## src/bhpc_pkg.sv

```systemverilog
package bhpc_pkg;

  localparam int unsigned CfgIdxWidth  = 3;
  localparam int unsigned CfgDataWidth = 32;

  localparam logic [CfgIdxWidth-1:0] REG_ARRIVAL_TIME          = 3'd0;
  localparam logic [CfgIdxWidth-1:0] REG_DEPARTURE_TIME        = 3'd1;
  localparam logic [CfgIdxWidth-1:0] REG_PRESENCE_TARGET       = 3'd2;
  localparam logic [CfgIdxWidth-1:0] REG_STANDBY_TARGET        = 3'd3;
  localparam logic [CfgIdxWidth-1:0] REG_STANDBY_NIGHT_TARGET  = 3'd4;
  localparam logic [CfgIdxWidth-1:0] REG_HYSTERESIS            = 3'd5;
  localparam logic [CfgIdxWidth-1:0] REG_PUMP_ON_FLUID_TEMP    = 3'd6;
  localparam logic [CfgIdxWidth-1:0] REG_HEATER_OFF_FLUID_TEMP = 3'd7;

  localparam logic signed [11:0] RST_PRESENCE_TARGET       = 12'sd320;
  localparam logic signed [11:0] RST_STANDBY_TARGET        = 12'sd128;
  localparam logic signed [11:0] RST_STANDBY_NIGHT_TARGET  = 12'sd128;
  localparam logic [10:0]        RST_HYSTERESIS            = 11'd8;
  localparam logic signed [11:0] RST_PUMP_ON_FLUID_TEMP    = 12'sd640;
  localparam logic signed [11:0] RST_HEATER_OFF_FLUID_TEMP = 12'sd960;

  // 95 degrees in sixteenths, and 0.5 degree per hour as seconds per sixteenth.
  localparam logic signed [11:0] OVERHEAT_LIMIT        = 12'sd1520;
  localparam logic signed [9:0]  SECONDS_PER_SIXTEENTH = 10'sd450;
  localparam logic [4:0]         NIGHT_END_HOUR        = 5'd8;

  typedef struct packed {
    logic [31:0]        now_seconds;
    logic [4:0]         hour_of_day;
    logic signed [11:0] control_temp;
    logic signed [11:0] heater_temp;
    logic signed [11:0] fluid_temp;
  } in_item_t;

  typedef struct packed {
    logic               heater_on;
    logic               pump_on;
    logic               overheat_fault;
    logic               presence_mode;
    logic signed [11:0] target_temp;
  } out_item_t;

  typedef struct packed {
    logic [31:0]        arrival_time;
    logic [31:0]        departure_time;
    logic signed [11:0] presence_target;
    logic signed [11:0] standby_target;
    logic signed [11:0] standby_night_target;
    logic [10:0]        hysteresis;
    logic signed [11:0] pump_on_fluid_temp;
    logic signed [11:0] heater_off_fluid_temp;
  } cfg_t;

  typedef struct packed {
    logic fault;
    logic heater;
    logic pump;
  } ctrl_status_t;

endpackage

```

## src/bhpc_cfg.sv

```systemverilog
module bhpc_cfg (
  input  logic                                clk_i,
  input  logic                                rst_ni,
  input  logic                                cfg_we_i,
  input  logic [bhpc_pkg::CfgIdxWidth-1:0]    cfg_idx_i,
  input  logic [bhpc_pkg::CfgDataWidth-1:0]   cfg_wdata_i,
  output bhpc_pkg::cfg_t                      cfg_o
);

  bhpc_pkg::cfg_t cfg_q;
  bhpc_pkg::cfg_t cfg_d;

  always_comb begin
    cfg_d = cfg_q;
    if (cfg_we_i) begin
      case (cfg_idx_i)
        bhpc_pkg::REG_ARRIVAL_TIME:          cfg_d.arrival_time = cfg_wdata_i;
        bhpc_pkg::REG_DEPARTURE_TIME:        cfg_d.departure_time = cfg_wdata_i;
        bhpc_pkg::REG_PRESENCE_TARGET:       cfg_d.presence_target = cfg_wdata_i[11:0];
        bhpc_pkg::REG_STANDBY_TARGET:        cfg_d.standby_target = cfg_wdata_i[11:0];
        bhpc_pkg::REG_STANDBY_NIGHT_TARGET:  cfg_d.standby_night_target = cfg_wdata_i[11:0];
        bhpc_pkg::REG_HYSTERESIS:            cfg_d.hysteresis = cfg_wdata_i[10:0];
        bhpc_pkg::REG_PUMP_ON_FLUID_TEMP:    cfg_d.pump_on_fluid_temp = cfg_wdata_i[11:0];
        bhpc_pkg::REG_HEATER_OFF_FLUID_TEMP: cfg_d.heater_off_fluid_temp = cfg_wdata_i[11:0];
        default: ;
      endcase
    end
  end

  always_ff @(posedge clk_i or negedge rst_ni) begin
    if (!rst_ni) begin
      cfg_q.arrival_time          <= '0;
      cfg_q.departure_time        <= '0;
      cfg_q.presence_target       <= bhpc_pkg::RST_PRESENCE_TARGET;
      cfg_q.standby_target        <= bhpc_pkg::RST_STANDBY_TARGET;
      cfg_q.standby_night_target  <= bhpc_pkg::RST_STANDBY_NIGHT_TARGET;
      cfg_q.hysteresis            <= bhpc_pkg::RST_HYSTERESIS;
      cfg_q.pump_on_fluid_temp    <= bhpc_pkg::RST_PUMP_ON_FLUID_TEMP;
      cfg_q.heater_off_fluid_temp <= bhpc_pkg::RST_HEATER_OFF_FLUID_TEMP;
    end else begin
      cfg_q <= cfg_d;
    end
  end

  assign cfg_o = cfg_q;

endmodule

```

## src/bhpc_ctrl.sv

```systemverilog
module bhpc_ctrl (
  input  logic                   clk_i,
  input  logic                   rst_ni,
  input  logic                   step_i,
  input  bhpc_pkg::in_item_t     item_i,
  input  bhpc_pkg::cfg_t         cfg_i,
  output bhpc_pkg::out_item_t    result_o,
  output bhpc_pkg::ctrl_status_t status_o
);

  logic heater_q, heater_d;
  logic pump_q, pump_d;
  logic fault_q, fault_d;

  logic signed [12:0] temp_gap;
  logic signed [22:0] lead_time;
  logic signed [33:0] start_time;
  logic signed [33:0] now_ext;
  logic signed [33:0] departure_ext;
  logic               in_window;
  logic signed [11:0] target;
  logic signed [13:0] upper_band;
  logic signed [13:0] ctl_ext;

  always_comb begin
    temp_gap      = {cfg_i.presence_target[11], cfg_i.presence_target}
                  - {item_i.control_temp[11], item_i.control_temp};
    lead_time     = temp_gap * bhpc_pkg::SECONDS_PER_SIXTEENTH;
    start_time    = $signed({2'b00, cfg_i.arrival_time}) - 34'(lead_time);
    now_ext       = $signed({2'b00, item_i.now_seconds});
    departure_ext = $signed({2'b00, cfg_i.departure_time});
    in_window     = (now_ext >= start_time) && (now_ext <= departure_ext);

    if (in_window) begin
      target = cfg_i.presence_target;
    end else if (item_i.hour_of_day < bhpc_pkg::NIGHT_END_HOUR) begin
      target = cfg_i.standby_night_target;
    end else begin
      target = cfg_i.standby_target;
    end

    upper_band = {{2{target[11]}}, target} + $signed({3'b000, cfg_i.hysteresis});
    ctl_ext    = {{2{item_i.control_temp[11]}}, item_i.control_temp};

    fault_d  = fault_q || (item_i.heater_temp > bhpc_pkg::OVERHEAT_LIMIT);
    heater_d = heater_q;
    pump_d   = pump_q;

    if (!fault_d) begin
      if (item_i.fluid_temp > cfg_i.heater_off_fluid_temp) begin
        heater_d = 1'b0;
      end else if (item_i.control_temp < target) begin
        heater_d = 1'b1;
        pump_d   = 1'b1;
      end else if (ctl_ext > upper_band) begin
        heater_d = 1'b0;
      end

      if (!heater_d && (item_i.fluid_temp < cfg_i.pump_on_fluid_temp)) begin
        pump_d = 1'b0;
      end else if (item_i.fluid_temp >= cfg_i.pump_on_fluid_temp) begin
        pump_d = 1'b1;
      end
    end

    result_o.heater_on      = heater_d;
    result_o.pump_on        = pump_d;
    result_o.overheat_fault = fault_d;
    result_o.presence_mode  = !fault_d && in_window;
    result_o.target_temp    = fault_d ? 12'sd0 : target;
  end

  always_ff @(posedge clk_i or negedge rst_ni) begin
    if (!rst_ni) begin
      heater_q <= 1'b0;
      pump_q   <= 1'b0;
      fault_q  <= 1'b0;
    end else if (step_i) begin
      heater_q <= heater_d;
      pump_q   <= pump_d;
      fault_q  <= fault_d;
    end
  end

  assign status_o.fault  = fault_q;
  assign status_o.heater = heater_q;
  assign status_o.pump   = pump_q;

endmodule

```

## src/boiler_heater_pump_controller_top.sv

```systemverilog
// Boiler heater and pump controller with a hysteresis thermostat.
// Sensor ticks enter on the in channel (valid/ready) as one in_item_t
// transaction; each tick yields exactly one out_item_t transaction on the
// out channel with the relay commands, the fault flag, the presence flag
// and the chosen target.
// Throughput is one tick per cycle while the receiver does not stall. A tick
// accepted at a clock edge lands in the input register, is evaluated
// combinationally against the relay state and the configuration, and its
// result is registered in the output register when the tick advances.
// The configuration port writes one register per cycle when cfg_we_i is
// high; it should only be used while no tick is in flight.
// Reset clears both relays and the overheat fault, empties both stages and
// loads the default configuration. Only reset clears a latched fault.
// When the receiver stalls, the result waits in the output register and one
// more tick can be held in the input register; in_ready_o falls only when
// both are full and out_ready_i is low.
module boiler_heater_pump_controller_top (
  input  logic                              clk_i,
  input  logic                              rst_ni,
  input  logic                              in_valid_i,
  output logic                              in_ready_o,
  input  bhpc_pkg::in_item_t                in_data_i,
  output logic                              out_valid_o,
  input  logic                              out_ready_i,
  output bhpc_pkg::out_item_t               out_data_o,
  input  logic                              cfg_we_i,
  input  logic [bhpc_pkg::CfgIdxWidth-1:0]  cfg_idx_i,
  input  logic [bhpc_pkg::CfgDataWidth-1:0] cfg_wdata_i
);

  logic                   in_valid_q;
  bhpc_pkg::in_item_t     in_data_q;
  logic                   out_valid_q;
  bhpc_pkg::out_item_t    out_data_q;
  logic                   advance;
  bhpc_pkg::cfg_t         cfg;
  bhpc_pkg::out_item_t    result;
  bhpc_pkg::ctrl_status_t status;

  assign advance    = in_valid_q && (!out_valid_q || out_ready_i);
  assign in_ready_o = !in_valid_q || advance;

  bhpc_cfg u_cfg (
    .clk_i       (clk_i),
    .rst_ni      (rst_ni),
    .cfg_we_i    (cfg_we_i),
    .cfg_idx_i   (cfg_idx_i),
    .cfg_wdata_i (cfg_wdata_i),
    .cfg_o       (cfg)
  );

  bhpc_ctrl u_ctrl (
    .clk_i    (clk_i),
    .rst_ni   (rst_ni),
    .step_i   (advance),
    .item_i   (in_data_q),
    .cfg_i    (cfg),
    .result_o (result),
    .status_o (status)
  );

  always_ff @(posedge clk_i or negedge rst_ni) begin
    if (!rst_ni) begin
      in_valid_q <= 1'b0;
    end else if (in_ready_o) begin
      in_valid_q <= in_valid_i;
    end
  end

  always_ff @(posedge clk_i) begin
    if (in_valid_i && in_ready_o) begin
      in_data_q <= in_data_i;
    end
  end

  always_ff @(posedge clk_i or negedge rst_ni) begin
    if (!rst_ni) begin
      out_valid_q <= 1'b0;
    end else if (advance) begin
      out_valid_q <= 1'b1;
    end else if (out_ready_i) begin
      out_valid_q <= 1'b0;
    end
  end

  always_ff @(posedge clk_i) begin
    if (advance) begin
      out_data_q <= result;
    end
  end

  assign out_valid_o = out_valid_q;
  assign out_data_o  = out_data_q;

  a_fault_sticky : assert property (@(posedge clk_i) disable iff (!rst_ni)
    status.fault |=> status.fault)
    else $error("overheat fault cleared without reset");

  a_heater_needs_pump : assert property (@(posedge clk_i) disable iff (!rst_ni)
    status.heater |-> status.pump)
    else $error("heater relay on while pump relay off");

  a_fault_result : assert property (@(posedge clk_i) disable iff (!rst_ni)
    (out_valid_o && out_data_o.overheat_fault) |->
      (!out_data_o.presence_mode && (out_data_o.target_temp == 12'sd0)))
    else $error("faulted result carries presence or target");

  a_stall_full : assert property (@(posedge clk_i) disable iff (!rst_ni)
    !in_ready_o |-> (in_valid_q && out_valid_q && !out_ready_i))
    else $error("input stalled while a stage is free");

endmodule
```

## config.mk

```make
export PLATFORM = sky130hd
export DESIGN_NAME = boiler_heater_pump_controller_top
export DESIGN_NICKNAME = d
export VERILOG_FILES = /design/src/bhpc_pkg.sv /design/src/bhpc_cfg.sv /design/src/bhpc_ctrl.sv /design/src/boiler_heater_pump_controller_top.sv
export SDC_FILE = /design/constraint.sdc
export NUM_CORES = 1
export LEC_CHECK = 0
export BUFFER_PORTS_ARGS = -buffer_cell sky130_fd_sc_hd__buf_2
export CAP_MARGIN = 20
export CORE_UTILIZATION = 33
export DETAILED_ROUTE_END_ITERATION = 16
export GPL_TIMING_DRIVEN = 0
export PLACE_DENSITY = 0.55
export SLEW_MARGIN = 20
export SYNTH_ARGS = -nofsm -noshare
export SYNTH_HDL_FRONTEND = slang
export SYNTH_SLANG_ARGS = --single-unit
```

## constraint.sdc

```tcl
create_clock -name clk_i -period 15.7 [get_ports clk_i]
set_clock_uncertainty 0.15 [all_clocks]
set_input_delay 3.14 -clock clk_i [delete_from_list [all_inputs] [get_ports clk_i]]
set_output_delay 3.14 -clock clk_i [all_outputs]
set_load 0.05 [all_outputs]
```

==> flow_metrics.tcl <==
set metrics [dict create \
    slew_violations 0 \
    r2r-end "out_data_o[15]" \
    met2_usage_pct 28.9 \
    cts.sinks 226 \
    worst_setup_path_end_kind "register" \
    setup_viol 0 \
    status "finished clean" \
    postRouteAntennaNets 0 \
    fin_ws_ps 1680 \
    routedWlPerCell_um 17.1 \
    path_clk_slew_ps 60 \
    place_ws_ps 1620 \
    finalCritPeriodShare_pct 89.3 \
    syn_inst 1401 \
    synth_seq_cells 226 \
    grtUsageMet3_pct 2.18 \
    cts-root-buf "clkbuf_16" \
    grt_usage_pct 16.4 \
    drt_iter0_drc 433 \
    yosys_warnings 0 \
    io_buffers 125 \
    syn_to_final_growth_pct 15.5 \
    crit_top_cell "ha_1" \
    htree_levels 1 \
    tightest_slew_ps 872 \
    die_x_um 217 \
    grt_pass1_vias 11229 \
    start_kind "register" \
    grt_overflow_total 0 \
    tritoncts "yes" \
    synth_nets 1752 \
    synth.avg_cell_area_um2 10.9 \
    crit_fanout 11 \
    grt_use_met1_pct 21.0 \
    antenna_found_initial 0 \
    finalHoldViolations 0 \
    post_cts_buffers 0 \
    reg2reg_slack_ps 1680 \
    vias 10697 \
    ctsHoldBuffers 0 \
    synth_area_leader_cell "dfrtp_1" \
    busiest_layer "met2" \
    cpPeakStageDelay_ps 630 \
    crit_required_ps 15860 \
    worstPathArrival_ps 14180 \
    synthFlopType "dfrtp_1" \
    drv_cap 0 \
    place_area_mm2 0.0167 \
    post-route-min-period_ps 14020 \
    clk_latency_ps 560 \
    postLayoutCellArea_mm2 0.0176 \
    synth_enable_flop_cells 86 \
    finalSetupTns_ps 0 \
    fin_hold_ws_ps 295 \
    synth_area_mm2 0.0152 \
    hold_end "u_ctrl.fault_q" \
    synth_top_area_share_pct 21.2 \
    firstDrtPassIters 4 \
    globalplace.congestion 0.822 \
    reg2regPathDepth 62 \
    boundaryPins 131 \
    grt_max_degree 77 \
    holdPathStages 1 \
    synth_cell_types 67 \
    antenna_cells 0 \
    dpl.hpwl_um 29200 \
    fmax_mhz 71.3 \
    cts_resized 0 \
    nets 1908 \
    hp-start "u_ctrl.fault_q" \
    r2r-start "in_data_q[24]" \
    hp-class "register to register" \
    drc 0 \
    rows 78 \
    start_util_pct 33.5 \
    ys_seq_area_share_pct 40.1 \
    rsz0062_at_grt "no" \
    ys_top_cells_by_count "ha_1 (222), dfrtp_1 (129), inv_1 (126)" \
    wirelength_um 37200 \
    async_flop_share_pct 61.9 \
    slowest_stage "xnor2_1" \
    layout-drive-gt1-share_pct 19.8 \
    cts_inserted_buffers 27 \
    dieHeight_um 217 \
    critPathKind "register to register" \
    yosys-top-cells-area "dfrtp_1 (21%), ha_1 (18%), edfxtp_1 (17%)" \
    grt_pass1_wl_um 60400 \
    viasPerCell 4.91 \
    slew_headroom_pct 41.7 \
    yosysMostFrequentCell "ha_1" \
    cts_buffer_depth 3 \
    core_mm2 0.0454 \
    dieArea_mm2 0.0469 \
]
-- metal layers --
metal / part of all wire (%) / wire [um]
met5: 0 / 0
met4: 2.2 / 830
met1: 46 / 17200
met2: 49 / 18200
met3: 2.9 / 1060
-- cell type report --
cell class	count	area, um2
clock buffer	36	783
tap	600	751
clock inverter	14	114
fill	4474	27800
multi-input combinational	1023	8540
sequential	226	6100
timing repair buffer	127	691
buffer	26	108
inverter	126	473
-- cell usage in the layout, fill, tap and decap left out, types with 13 or more instances in the layout --
cell type	n
a21oi_1	91
nor2_1	54
a21o_1	48
nand2b_1	20
o21a_1	20
o211ai_1	13
nor2b_1	18
nand4_1	23
clkbuf_1	25
clkbuf_16	30
inv_1	126
dfrtp_1	129
ha_1	222
buf_2	126
nor3_1	15
nand3_1	16
edfxtp_1	86
mux2_2	100
xnor2_1	39
o21ai_0	72
nand2_1	74
mux2i_1	18
fa_1	16
xor2_1	39
-- critical path: cells and delay by family, from the launching register on --
| family | cells | cell delay (ps) |
|---|---|---|
| buffers and inverters | 2 | 280 |
| xor gates and xnor gates | 4 | 1100 |
| AOI/OAI and AO/OA | 25 | 4900 |
| adders and majority gates | 10 | 3550 |
| and+or+nand+nor | 19 | 2790 |
| muxes | 2 | 490 |
| DFF | 1 | 470 |
-- worst max-delay path by stage --
| stage | start | to | cells after the start | slack, ps |
|---|---|---|---|---|
| after floorplan | in_data_q[25] | out_data_o[15] | 66 | 3520 |
| after global placement | in_data_q[24] | out_data_o[14] | 62 | 1750 |
| after detailed placement | in_data_q[24] | out_data_o[14] | 62 | 1620 |
| after CTS | in_data_q[24] | out_data_o[15] | 62 | 1560 |
| after global routing | in_data_q[24] | out_data_o[14] | 62 | 550 |
| final | in_data_q[24] | out_data_o[15] | 62 | 1680 |
-- metrics by stage --
stage | std cells | utilization (%)
2_1_floorplan | 1401 | -
3_3_place_gp | 2126 | 36.5
3_5_place_dp | 2128 | 36.7
4_1_cts | 2178 | 38.7
5_1_grt | 2178 | 38.7
6_report | 2178 | 38.7
-- state kept, by name, indices dropped and copies added, names as in the netlist --
name             cells
u_ctrl.pump_q        1
out_valid_o          1
in_data_q           70
u_ctrl.heater_q      1
out_data_o          16
in_valid_q           1
u_cfg.cfg_o        135
u_ctrl.fault_q       1
-- cell families (layout without fill, tap and decap cells) --
kind of cell               after synthesis  in the layout  synth area share [%]
and+or+nand+nor                        274            274                  9.28
adders and majority gates              238            238                  20.4
muxes                                  119            119                  8.69
buffers and inverters                  152            329                  3.82
DFF                                    226            226                  40.1
xor gates and xnor gates                78             78                  4.49
AOI/OAI and AO/OA                      314            314                  13.2
Power is not shown: default switching activity piles up to over one toggle a cycle in this logic, so the estimate is an artifact.
